[src/rtl/core/lppt_pkg.sv]
// Shared constants, codes and interface structs of the LRU page pinning table.
package lppt_pkg;

  // Table geometry.
  localparam int CAPACITY  = 16;
  localparam int CAP_W     = (CAPACITY > 1) ? $clog2(CAPACITY) : 1;
  localparam int CNT_W     = $clog2(CAPACITY + 1);
  localparam int MAX_W     = 5;
  localparam int LIM_W     = (CNT_W > MAX_W) ? CNT_W : MAX_W;
  localparam int DATA_W    = 32;
  localparam int CFG_IDX_W = 8;
  localparam int OP_W      = 2;
  localparam int KIND_W    = 3;

  localparam logic [CAP_W-1:0]  LAST_IDX       = CAP_W'(CAPACITY - 1);
  localparam logic [MAX_W-1:0]  MAX_PAGES_RST  = MAX_W'(16);
  localparam logic [DATA_W-1:0] PAGE_BYTES_RST = DATA_W'(4096);
  localparam logic [DATA_W-1:0] FIRST_ID       = DATA_W'(1);

  // Configuration register indexes.
  localparam logic [CFG_IDX_W-1:0] REG_MAX_PAGES  = CFG_IDX_W'(0);
  localparam logic [CFG_IDX_W-1:0] REG_PAGE_BYTES = CFG_IDX_W'(1);

  typedef enum logic [OP_W-1:0] {
    OP_PIN   = 2'd0,
    OP_UNPIN = 2'd1,
    OP_DIRTY = 2'd2,
    OP_CLEAR = 2'd3
  } op_t;

  typedef enum logic [KIND_W-1:0] {
    KIND_HIT     = 3'd0,
    KIND_ALLOC   = 3'd1,
    KIND_REFUSED = 3'd2,
    KIND_EVICT   = 3'd3,
    KIND_DONE    = 3'd4
  } kind_t;

  typedef enum logic [3:0] {
    ST_IDLE,
    ST_SCAN,
    ST_HIT,
    ST_MISS,
    ST_EVSCAN,
    ST_EVEMIT,
    ST_FREESCAN,
    ST_ALLOC,
    ST_CLEAR
  } state_t;

  // Update command from the sequencer to the entry table.
  typedef struct packed {
    logic             clear;
    logic             alloc;
    logic             touch;
    logic             mark_dirty;
    logic             evict;
    logic [CAP_W-1:0] idx;
    logic [CAP_W-1:0] rank;
  } tbl_cmd_t;

  // One entry as seen through the table's scan port.
  typedef struct packed {
    logic              valid;
    logic [DATA_W-1:0] pos;
    logic [DATA_W-1:0] id;
    logic [DATA_W-1:0] bytes;
    logic              dirty;
    logic [CAP_W-1:0]  rank;
  } tbl_rd_t;

endpackage

[src/rtl/core/lppt_table.sv]
// Entry storage of the page table: valid bits, page records and recency ranks.
module lppt_table (
  input  logic                      clk,
  input  logic                      rst_n,
  input  logic [lppt_pkg::CAP_W-1:0]  rd_idx,
  output lppt_pkg::tbl_rd_t         rd,
  input  lppt_pkg::tbl_cmd_t        cmd,
  input  logic [lppt_pkg::DATA_W-1:0] wr_pos,
  input  logic [lppt_pkg::DATA_W-1:0] wr_id,
  input  logic [lppt_pkg::DATA_W-1:0] wr_bytes
);
  import lppt_pkg::*;

  logic [CAPACITY-1:0] valid_r;
  logic [DATA_W-1:0]   pos_r   [CAPACITY];
  logic [DATA_W-1:0]   id_r    [CAPACITY];
  logic [DATA_W-1:0]   bytes_r [CAPACITY];
  logic                dirty_r [CAPACITY];
  logic [CAP_W-1:0]    rank_r  [CAPACITY];

  assign rd.valid = valid_r[rd_idx];
  assign rd.pos   = pos_r[rd_idx];
  assign rd.id    = id_r[rd_idx];
  assign rd.bytes = bytes_r[rd_idx];
  assign rd.dirty = dirty_r[rd_idx];
  assign rd.rank  = rank_r[rd_idx];

  always_ff @(posedge clk) begin
    if (!rst_n) begin
      valid_r <= '0;
    end else if (cmd.clear) begin
      valid_r <= '0;
    end else if (cmd.alloc) begin
      valid_r[cmd.idx] <= 1'b1;
    end else if (cmd.evict) begin
      valid_r[cmd.idx] <= 1'b0;
    end
  end

  always_ff @(posedge clk) begin
    if (cmd.alloc) begin
      pos_r[cmd.idx]   <= wr_pos;
      id_r[cmd.idx]    <= wr_id;
      bytes_r[cmd.idx] <= wr_bytes;
      dirty_r[cmd.idx] <= 1'b0;
    end else if (cmd.mark_dirty) begin
      dirty_r[cmd.idx] <= 1'b1;
    end
  end

  // Each rank cell ages on its own; the touched or new entry becomes rank zero.
  always_ff @(posedge clk) begin
    for (int i = 0; i < CAPACITY; i++) begin
      if (cmd.touch) begin
        if (CAP_W'(i) == cmd.idx) begin
          rank_r[i] <= '0;
        end else if (valid_r[i] && (rank_r[i] < cmd.rank)) begin
          rank_r[i] <= rank_r[i] + CAP_W'(1);
        end
      end else if (cmd.alloc) begin
        if (CAP_W'(i) == cmd.idx) begin
          rank_r[i] <= '0;
        end else if (valid_r[i]) begin
          rank_r[i] <= rank_r[i] + CAP_W'(1);
        end
      end
    end
  end

  a_one_cmd: assert property (@(posedge clk) disable iff (!rst_n)
    $onehot0({cmd.clear, cmd.alloc, cmd.touch, cmd.mark_dirty, cmd.evict}))
    else $error("table received more than one update at once");

  a_alloc_free: assert property (@(posedge clk) disable iff (!rst_n)
    cmd.alloc |-> !valid_r[cmd.idx])
    else $error("allocation into an occupied slot");

  a_evict_valid: assert property (@(posedge clk) disable iff (!rst_n)
    cmd.evict |-> valid_r[cmd.idx])
    else $error("eviction of an empty slot");

  a_touch_valid: assert property (@(posedge clk) disable iff (!rst_n)
    (cmd.touch || cmd.mark_dirty) |-> valid_r[cmd.idx])
    else $error("touch or dirty mark of an empty slot");

  a_clear_empties: assert property (@(posedge clk) disable iff (!rst_n)
    cmd.clear |=> (valid_r == '0))
    else $error("table not empty after clear");

endmodule

[src/rtl/core/lru_page_pinning_table_top.sv]
// Top level of the LRU page pinning table: request sequencer, configuration and result register.
//
// A fully associative table of up to 16 resident pages kept in least-recently-used
// order. A pin request searches by sequence position; a hit makes the page most recent
// and returns its id, a miss evicts least recent pages (one eviction result each, with
// last low) until the resident count is below max_pages capped at the table size, then
// allocates the next id from a counter that starts at 1 and skips 0, and returns it with
// last high. A miss with max_pages at zero is refused. Unpin makes a page most recent
// by id, mark-dirty sets its dirty flag, and clear empties the table and restarts the id
// counter. Every result carries the resident count after it. The block handles one
// request at a time: a single comparator walks the entries one per cycle, so timing is
// set by that scan and by any wait for the consumer to take an earlier result. A search
// stops at the first match, a miss has walked every entry, each eviction scans the whole
// table for the least recent page, and an allocation walks to the first free slot. The
// next request is accepted in the cycle after the last result has been loaded, even
// while that result still waits at the output. Configuration writes are always taken,
// but should only be issued while no request is in progress.
module lru_page_pinning_table_top (
  input  logic                          clk,
  input  logic                          rst_n,
  // request channel
  input  logic                          in_valid,
  output logic                          in_stall,
  input  logic [lppt_pkg::OP_W-1:0]     in_op,
  input  logic [lppt_pkg::DATA_W-1:0]   in_seq_pos,
  input  logic [lppt_pkg::DATA_W-1:0]   in_page_id,
  // result channel
  output logic                          out_valid,
  input  logic                          out_stall,
  output logic [lppt_pkg::KIND_W-1:0]   out_kind,
  output logic                          out_found,
  output logic [lppt_pkg::DATA_W-1:0]   out_result_id,
  output logic [lppt_pkg::DATA_W-1:0]   out_result_pos,
  output logic [lppt_pkg::DATA_W-1:0]   out_result_bytes,
  output logic                          out_result_dirty,
  output logic [lppt_pkg::CNT_W-1:0]    out_resident_count,
  output logic                          out_last,
  // configuration write channel
  input  logic                          cfg_valid,
  output logic                          cfg_ready,
  input  logic [lppt_pkg::CFG_IDX_W-1:0] cfg_index,
  input  logic [lppt_pkg::DATA_W-1:0]   cfg_wdata
);
  import lppt_pkg::*;

  // Control state.
  state_t             state_r, state_nxt;
  logic               out_valid_r, out_valid_nxt;
  logic [CNT_W-1:0]   count_r, count_nxt;
  logic [DATA_W-1:0]  next_id_r, next_id_nxt;
  logic [MAX_W-1:0]   max_pages_r;
  logic [DATA_W-1:0]  page_bytes_r;

  // Request and working registers.
  op_t                op_r;
  logic [DATA_W-1:0]  pos_r;
  logic [DATA_W-1:0]  id_r;
  logic [CAP_W-1:0]   idx_r, idx_nxt;
  logic [CAP_W-1:0]   tgt_r, tgt_nxt;
  logic               cap_v_r, cap_v_nxt;
  logic [CAP_W-1:0]   cap_rank_r, cap_rank_nxt;
  logic [DATA_W-1:0]  cap_id_r, cap_id_nxt;
  logic [DATA_W-1:0]  cap_pos_r, cap_pos_nxt;
  logic [DATA_W-1:0]  cap_bytes_r, cap_bytes_nxt;
  logic               cap_dirty_r, cap_dirty_nxt;

  // Result register.
  kind_t              out_kind_r, out_kind_nxt;
  logic               out_found_r, out_found_nxt;
  logic [DATA_W-1:0]  out_id_r, out_id_nxt;
  logic [DATA_W-1:0]  out_pos_r, out_pos_nxt;
  logic [DATA_W-1:0]  out_bytes_r, out_bytes_nxt;
  logic               out_dirty_r, out_dirty_nxt;
  logic [CNT_W-1:0]   out_count_r, out_count_nxt;
  logic               out_last_r, out_last_nxt;
  logic               load_out;

  logic               in_fire;
  logic               slot_free;
  logic               match;
  logic [DATA_W-1:0]  key;
  logic [DATA_W-1:0]  fld;
  logic [LIM_W-1:0]   limit;
  logic [CNT_W-1:0]   count_dec;
  tbl_cmd_t           tbl_cmd;
  tbl_rd_t            tbl_rd;

  lppt_table u_table (
    .clk      (clk),
    .rst_n    (rst_n),
    .rd_idx   (idx_r),
    .rd       (tbl_rd),
    .cmd      (tbl_cmd),
    .wr_pos   (pos_r),
    .wr_id    (next_id_r),
    .wr_bytes (page_bytes_r)
  );

  assign in_stall  = (state_r != ST_IDLE);
  assign in_fire   = in_valid && !in_stall;
  assign slot_free = !out_valid_r || !out_stall;
  assign cfg_ready = 1'b1;

  // The shared comparator: position for a pin, id for unpin and mark-dirty.
  assign key   = (op_r == OP_PIN) ? pos_r : id_r;
  assign fld   = (op_r == OP_PIN) ? tbl_rd.pos : tbl_rd.id;
  assign match = tbl_rd.valid && (key == fld);

  // A limit above the table size behaves as the table size.
  assign limit = (LIM_W'(max_pages_r) > LIM_W'(CAPACITY)) ? LIM_W'(CAPACITY)
                                                           : LIM_W'(max_pages_r);
  assign count_dec = count_r - CNT_W'(1);

  always_comb begin
    state_nxt     = state_r;
    count_nxt     = count_r;
    next_id_nxt   = next_id_r;
    idx_nxt       = idx_r;
    tgt_nxt       = tgt_r;
    cap_v_nxt     = cap_v_r;
    cap_rank_nxt  = cap_rank_r;
    cap_id_nxt    = cap_id_r;
    cap_pos_nxt   = cap_pos_r;
    cap_bytes_nxt = cap_bytes_r;
    cap_dirty_nxt = cap_dirty_r;
    tbl_cmd       = '0;
    tbl_cmd.idx   = tgt_r;
    tbl_cmd.rank  = cap_rank_r;
    load_out      = 1'b0;
    out_kind_nxt  = KIND_DONE;
    out_found_nxt = 1'b0;
    out_id_nxt    = '0;
    out_pos_nxt   = '0;
    out_bytes_nxt = '0;
    out_dirty_nxt = 1'b0;
    out_count_nxt = count_r;
    out_last_nxt  = 1'b1;

    unique case (state_r)
      ST_IDLE: begin
        if (in_fire) begin
          idx_nxt   = '0;
          state_nxt = (op_t'(in_op) == OP_CLEAR) ? ST_CLEAR : ST_SCAN;
        end
      end

      ST_SCAN: begin
        if (match) begin
          tgt_nxt      = idx_r;
          cap_id_nxt   = tbl_rd.id;
          cap_rank_nxt = tbl_rd.rank;
          state_nxt    = ST_HIT;
        end else if (idx_r == LAST_IDX) begin
          state_nxt = ST_MISS;
        end else begin
          idx_nxt = idx_r + CAP_W'(1);
        end
      end

      ST_HIT: begin
        if (slot_free) begin
          load_out = 1'b1;
          if (op_r == OP_DIRTY) begin
            tbl_cmd.mark_dirty = 1'b1;
          end else begin
            tbl_cmd.touch = 1'b1;
          end
          if (op_r == OP_PIN) begin
            out_kind_nxt = KIND_HIT;
            out_id_nxt   = cap_id_r;
            out_pos_nxt  = pos_r;
          end else begin
            out_found_nxt = 1'b1;
          end
          state_nxt = ST_IDLE;
        end
      end

      ST_MISS: begin
        if (op_r != OP_PIN) begin
          if (slot_free) begin
            load_out  = 1'b1;
            state_nxt = ST_IDLE;
          end
        end else if (max_pages_r == '0) begin
          if (slot_free) begin
            load_out     = 1'b1;
            out_kind_nxt = KIND_REFUSED;
            state_nxt    = ST_IDLE;
          end
        end else begin
          idx_nxt   = '0;
          cap_v_nxt = 1'b0;
          state_nxt = (LIM_W'(count_r) >= limit) ? ST_EVSCAN : ST_FREESCAN;
        end
      end

      // Least recent entry: the valid one with the highest rank.
      ST_EVSCAN: begin
        if (tbl_rd.valid && (!cap_v_r || (tbl_rd.rank > cap_rank_r))) begin
          cap_v_nxt     = 1'b1;
          tgt_nxt       = idx_r;
          cap_rank_nxt  = tbl_rd.rank;
          cap_id_nxt    = tbl_rd.id;
          cap_pos_nxt   = tbl_rd.pos;
          cap_bytes_nxt = tbl_rd.bytes;
          cap_dirty_nxt = tbl_rd.dirty;
        end
        if (idx_r == LAST_IDX) begin
          state_nxt = ST_EVEMIT;
        end else begin
          idx_nxt = idx_r + CAP_W'(1);
        end
      end

      ST_EVEMIT: begin
        if (slot_free) begin
          load_out      = 1'b1;
          tbl_cmd.evict = 1'b1;
          out_kind_nxt  = KIND_EVICT;
          out_id_nxt    = cap_id_r;
          out_pos_nxt   = cap_pos_r;
          out_bytes_nxt = cap_bytes_r;
          out_dirty_nxt = cap_dirty_r;
          out_count_nxt = count_dec;
          out_last_nxt  = 1'b0;
          count_nxt     = count_dec;
          idx_nxt       = '0;
          cap_v_nxt     = 1'b0;
          state_nxt     = (LIM_W'(count_dec) >= limit) ? ST_EVSCAN : ST_FREESCAN;
        end
      end

      ST_FREESCAN: begin
        if (!tbl_rd.valid || (idx_r == LAST_IDX)) begin
          tgt_nxt   = idx_r;
          state_nxt = ST_ALLOC;
        end else begin
          idx_nxt = idx_r + CAP_W'(1);
        end
      end

      ST_ALLOC: begin
        if (slot_free) begin
          load_out      = 1'b1;
          tbl_cmd.alloc = 1'b1;
          out_kind_nxt  = KIND_ALLOC;
          out_id_nxt    = next_id_r;
          out_pos_nxt   = pos_r;
          out_count_nxt = count_r + CNT_W'(1);
          count_nxt     = count_r + CNT_W'(1);
          // Zero is kept as the refused code, so the counter wraps to one.
          next_id_nxt   = (next_id_r == '1) ? FIRST_ID : next_id_r + DATA_W'(1);
          state_nxt     = ST_IDLE;
        end
      end

      ST_CLEAR: begin
        if (slot_free) begin
          load_out      = 1'b1;
          tbl_cmd.clear = 1'b1;
          count_nxt     = '0;
          next_id_nxt   = FIRST_ID;
          out_count_nxt = '0;
          state_nxt     = ST_IDLE;
        end
      end

      default: begin
        state_nxt = ST_IDLE;
      end
    endcase

    if (load_out) begin
      out_valid_nxt = 1'b1;
    end else if (!out_stall) begin
      out_valid_nxt = 1'b0;
    end else begin
      out_valid_nxt = out_valid_r;
    end
  end

  always_ff @(posedge clk) begin
    if (!rst_n) begin
      state_r      <= ST_IDLE;
      out_valid_r  <= 1'b0;
      count_r      <= '0;
      next_id_r    <= FIRST_ID;
      max_pages_r  <= MAX_PAGES_RST;
      page_bytes_r <= PAGE_BYTES_RST;
    end else begin
      state_r     <= state_nxt;
      out_valid_r <= out_valid_nxt;
      count_r     <= count_nxt;
      next_id_r   <= next_id_nxt;
      if (cfg_valid && cfg_ready) begin
        if (cfg_index == REG_MAX_PAGES) begin
          max_pages_r <= cfg_wdata[MAX_W-1:0];
        end else if (cfg_index == REG_PAGE_BYTES) begin
          page_bytes_r <= cfg_wdata;
        end
      end
    end
  end

  always_ff @(posedge clk) begin
    if (in_fire) begin
      op_r  <= op_t'(in_op);
      pos_r <= in_seq_pos;
      id_r  <= in_page_id;
    end
    idx_r       <= idx_nxt;
    tgt_r       <= tgt_nxt;
    cap_v_r     <= cap_v_nxt;
    cap_rank_r  <= cap_rank_nxt;
    cap_id_r    <= cap_id_nxt;
    cap_pos_r   <= cap_pos_nxt;
    cap_bytes_r <= cap_bytes_nxt;
    cap_dirty_r <= cap_dirty_nxt;
    if (load_out) begin
      out_kind_r  <= out_kind_nxt;
      out_found_r <= out_found_nxt;
      out_id_r    <= out_id_nxt;
      out_pos_r   <= out_pos_nxt;
      out_bytes_r <= out_bytes_nxt;
      out_dirty_r <= out_dirty_nxt;
      out_count_r <= out_count_nxt;
      out_last_r  <= out_last_nxt;
    end
  end

  assign out_valid          = out_valid_r;
  assign out_kind           = out_kind_r;
  assign out_found          = out_found_r;
  assign out_result_id      = out_id_r;
  assign out_result_pos     = out_pos_r;
  assign out_result_bytes   = out_bytes_r;
  assign out_result_dirty   = out_dirty_r;
  assign out_resident_count = out_count_r;
  assign out_last           = out_last_r;

  a_count_bound: assert property (@(posedge clk) disable iff (!rst_n)
    count_r <= CNT_W'(CAPACITY))
    else $error("resident count above table size");

  a_evict_nonempty: assert property (@(posedge clk) disable iff (!rst_n)
    (state_r == ST_EVEMIT) |-> (cap_v_r && (count_r != '0)))
    else $error("eviction without a resident victim");

  a_alloc_below_limit: assert property (@(posedge clk) disable iff (!rst_n)
    (state_r == ST_ALLOC) |-> (LIM_W'(count_r) < limit))
    else $error("allocation with the table at its limit");

  a_only_evict_not_last: assert property (@(posedge clk) disable iff (!rst_n)
    (load_out && !out_last_nxt) |-> (out_kind_nxt == KIND_EVICT))
    else $error("non-final result that is not an eviction");

  a_request_starts_work: assert property (@(posedge clk) disable iff (!rst_n)
    in_fire |=> (state_r != ST_IDLE))
    else $error("accepted request left the sequencer idle");

endmodule
[config.mk]
export PLATFORM = sky130hd
export DESIGN_NAME = lru_page_pinning_table_top
export DESIGN_NICKNAME = d
export VERILOG_FILES = /design/src/rtl/core/lppt_pkg.sv /design/src/rtl/core/lppt_table.sv /design/src/rtl/core/lru_page_pinning_table_top.sv
export SDC_FILE = /design/constraint.sdc
export NUM_CORES = 2
export LEC_CHECK = 0
export BUFFER_PORTS_ARGS = -buffer_cell sky130_fd_sc_hd__buf_4
export CAP_MARGIN = 20
export CORE_MARGIN = 2
export CORE_UTILIZATION = 59
export DETAILED_ROUTE_END_ITERATION = 7
export PLACE_DENSITY = 0.81
export SLEW_MARGIN = 20
export SYNTH_ARGS = -nofsm -noshare
export SYNTH_HDL_FRONTEND = slang
export SYNTH_HIERARCHICAL = 1
export SYNTH_SLANG_ARGS = --single-unit
[constraint.sdc]
create_clock -name clk -period 8.55 [get_ports clk]
set_clock_uncertainty 0.15 [all_clocks]
set_input_delay 0.4275 -clock clk [delete_from_list [all_inputs] [get_ports clk]]
set_output_delay 0.4275 -clock clk [all_outputs]
set_load 0.05 [all_outputs]
==> metrics list <==
- Die Ht: 368 um
- Post-detailed-route DRC marker count: 0
- Largest driver fanout on the critical path: 73
- Number of I/O pins: 221
- Result of the run: finished, final reports clean
* Cell variety after synth: 68
- In this run the worst setup path terminates at cap_id_r[14].
* Number of sinks on the clock net: 1994
- Data arrival time of the critical path: 6.78 ns
- Headroom to the max-slew limit: 0.205
* Number of buffers created by CTS: 187
* Final instance area: 88700 um2
- Counting every net in the synthesized netlist gives 4206.
- Counting instances, the worst hold path has a depth of 3.
* Fmax: 156 MHz
- The detailed router finished its first iteration with 6606 violations.
- R2R Setup Slk: 2.12 ns
* Effective utilization at floorplan: 0.595
- Dividing total power by cell area gives a power density of 278 nW/um2.
- The die covers 135000 um2.
- Slowest library cell on the worst path: o21ai_4
- Dominant cell type by count on the critical path: buf_12
* Sequential share of the synthesized area: 0.754
- After clock tree synthesis, the clock-pin slew on the worst setup and hold paths is 0.06 ns.
- Wire length reported by the detailed router: 207 mm
* Kind of start point of the critical path: register
- Post-synth top area cell: edfxtp_1
- Final hold violations: 0
- TritonCTS clock tree: done
- Power after layout: 24.7 mW
- In this design, the stage delay of the slowest critical-path cell is 0.88 ns.
* Number of synthesized flops with an enable pin: 1899
- Final critical path time including I/O delays and setup: 6.43 ns
- Post-CTS sizing: 0
- Worst Setup Path Type: register to register
- Via density: 6.92
- Most instantiated flip-flop cell in the synthesis netlist: edfxtp_1
- Setup crit end kind: register
- Cell chosen for the clock root: clkbuf_16
- In the final layout, the share of cells above drive strength 1 is 0.223.
- Number of setup buffers added after CTS: 0
* Leading cell type in the layout, fill and taps excluded: edfxtp_1
- Overall routing resource usage: 0.306
- Entering global routing, the biggest net connects 94 pins.
- The number of antenna violations at the first check in global routing came to 6.
- Minimum hold slack: 0.0547 ns
- In this run the critical register-to-register path is launched from idx_r[0].
- Port Buffer Count: 219
* Dpl cell area: 81800 um2
- Fraction of the cycle the final worst path needs: 0.752
* Share of async-settable or async-resettable flops after synthesis: 0
* First element of the critical path: idx_r[0]
- Leakage power: 25.7 nW
* Minimum setup slack in the final design: 2.12 ns
- 0 antenna diodes ended up in the layout.
- Total via count after detailed routing: 43600
* Residual overflow from global routing: 0
- Via count of the first global-routing pass: 43700
- Least-Margin Pin Slew: 1.19 ns
- Core Box Area: 131000 um2
- R2r worst-path depth: 12
- Setup violations remaining at the end of the flow were counted as 0.
- Top cells by area, synth: edfxtp_1 (73%), mux4_2 (12%), dfxtp_1 (2.4%)
- For the final routed database, the setup TNS stands at 0 ns.
* Cells after Synth: 4012
- After clock tree synthesis, the flow added hold-fix buffers numbering 99.
* DRT Pass-1 Iters: 8
- Area fraction of the dominant cell type after synthesis: 0.729
- The H-tree was split into 4 levels.
- OpenSTA, run right after detailed placement, puts the worst setup slack at 2.51 ns.
- The library cells used most frequently in the layout, excluding fill and tap cells, are edfxtp_1 (1899), mux4_2 (408), buf_4 (284).
- Detailed placement finished with a half-perimeter wire length of 105 mm.
* Number of violations of the max-capacitance limit: 0
* Yosys warnings: 6
- The tightest min-delay check is of the input pin to register type.
- The first global-routing pass estimated 298 mm of wire.
* Remaining number of nets flagged by the antenna check after routing: 0
- Walking the worst path, the cells encountered are buf_12, buf_12, mux4_2, a22oi_1, nand2_1, nor2b_1, a2111oi_0, nand4_1, a222oi_1, o211ai_1, o21ai_4, buf_4.
- Source-to-sink clock delay at the later pin of the worst-skew pair: 0.83 ns
* Cell Area, Synth: 78200 um2
- The initialized floorplan defines 133 standard-cell rows.
- Maximum buffer depth of the clock tree: 3
- Setup repair after global routing left no endpoint under its margin.
- Destination of the worst register-to-register timing path: cap_id_r[14]
- Placer Congestion: 0.882
* Net count of the finished layout: 4576
* Synth Area per Inst: 19.5 um2
- From synthesis to final layout, the design area changed by 13.5%.
- The worst-case IR drop observed on VDD is 291 uV.
- Pins Over Slew Limit: 0
- Required @ worst endpoint: 8.90 ns
- Die Span X: 368 um
- Average wire per cell in the routed design: 32.8 um
- Flip-flop and latch count after synthesis: 1994
-- critical path: cells and delay by family (launching register included) --
kind,cells,cell delay [ns]
buffers and inverters,3,1.38
muxes,1,0.62
AOI/OAI and AO/OA,5,2.61
and+or+nand+nor,3,0.84
DFF,1,0.38
-- logic make-up after synthesis --
group / after synthesis / synth area share
other: 1 / 0.0000480
and+or+nand+nor: 681 / 0.0439
AOI/OAI and AO/OA: 482 / 0.0444
adders and majority gates: 83 / 0.0133
DFF: 1994 / 0.754
buffers and inverters: 256 / 0.0151
muxes: 414 / 0.118
xor gates and xnor gates: 101 / 0.0113
-- synthesized netlist by cell type (all sizes together), types with 44 or more instances --
library cell	n
clkbuf	121
nor3	58
buf	92
nor2	84
a21oi	73
nand2	265
ha	83
a22oi	206
nor2b	50
edfxtp	1899
and2	57
a22o	62
mux4	408
xor2	57
xnor2	44
dfxtp	95
-- power by group --
part | leakage (nW) | switching, mW | total [mW] | internal, mW
combinational | 7.04 | 3.32 | 5.22 | 1.90
sequential | 15.8 | 0.279 | 11.3 | 11.1
clock | 2.85 | 3.66 | 8.11 | 4.44
-- metrics by stage --
| stage | util | instances |
|---|---|---|
| after detailed placement | 0.622 | 5848 |
| final | 0.675 | 6299 |
| after CTS | 0.675 | 6298 |
| after global placement | 0.622 | 5847 |
| after global routing | 0.675 | 6299 |
| after floorplan | - | 4012 |
-- flip-flops by register name, summed over array words and instances, names as in the netlist, 16 cells and up, named ones only --
name	count
u_table/id_r	512
page_bytes_r	32
u_table/pos_r	512
pos_r	32
u_table/dirty_r	16
cap_bytes_r	32
out_result_pos	32
u_table/bytes_r	512
out_result_bytes	32
out_result_id	32
id_r	32
u_table/rank_r	64
cap_id_r	32
next_id_r	32
cap_pos_r	32
-- how the worst min path moves through the flow --
stage	slack [ns]	end	from
6_report	0.05	max_pages_r[4]	cfg_index[0]
5_1_grt	0.03	max_pages_r[4]	cfg_index[0]
4_1_cts	0.006	max_pages_r[4]	cfg_index[0]
3_5_place_dp	0.36	out_result_bytes[22]	cap_bytes_r[22]
3_3_place_gp	0.36	out_result_bytes[19]	cap_bytes_r[19]
2_1_floorplan	0.32	register	register
-- area by class of cell --
type	instances	area, um2
Tap cell	1755	2200
Multi-Input combinational cell	1762	18200
Sequential cell	1994	58900
Clock buffer	263	5160
Clock inverter	88	726
Timing Repair Buffer	394	3360
Fill cell	7786	42700
Inverter	43	165
-- per-layer routing --
| metal | up-vias | GRT usage | share of wire |
|---|---|---|---|
| li1 | 17100 | - | - |
| met1 | 22100 | 0.405 | 0.34 |
| met2 | 3691 | 0.486 | 0.48 |
| met3 | 651 | 0.0720 | 0.13 |
| met4 | 8 | 0.143 | 0.051 |
| met5 | - | 0 | 0.00026 |
(Power assumes the default switching activity.)
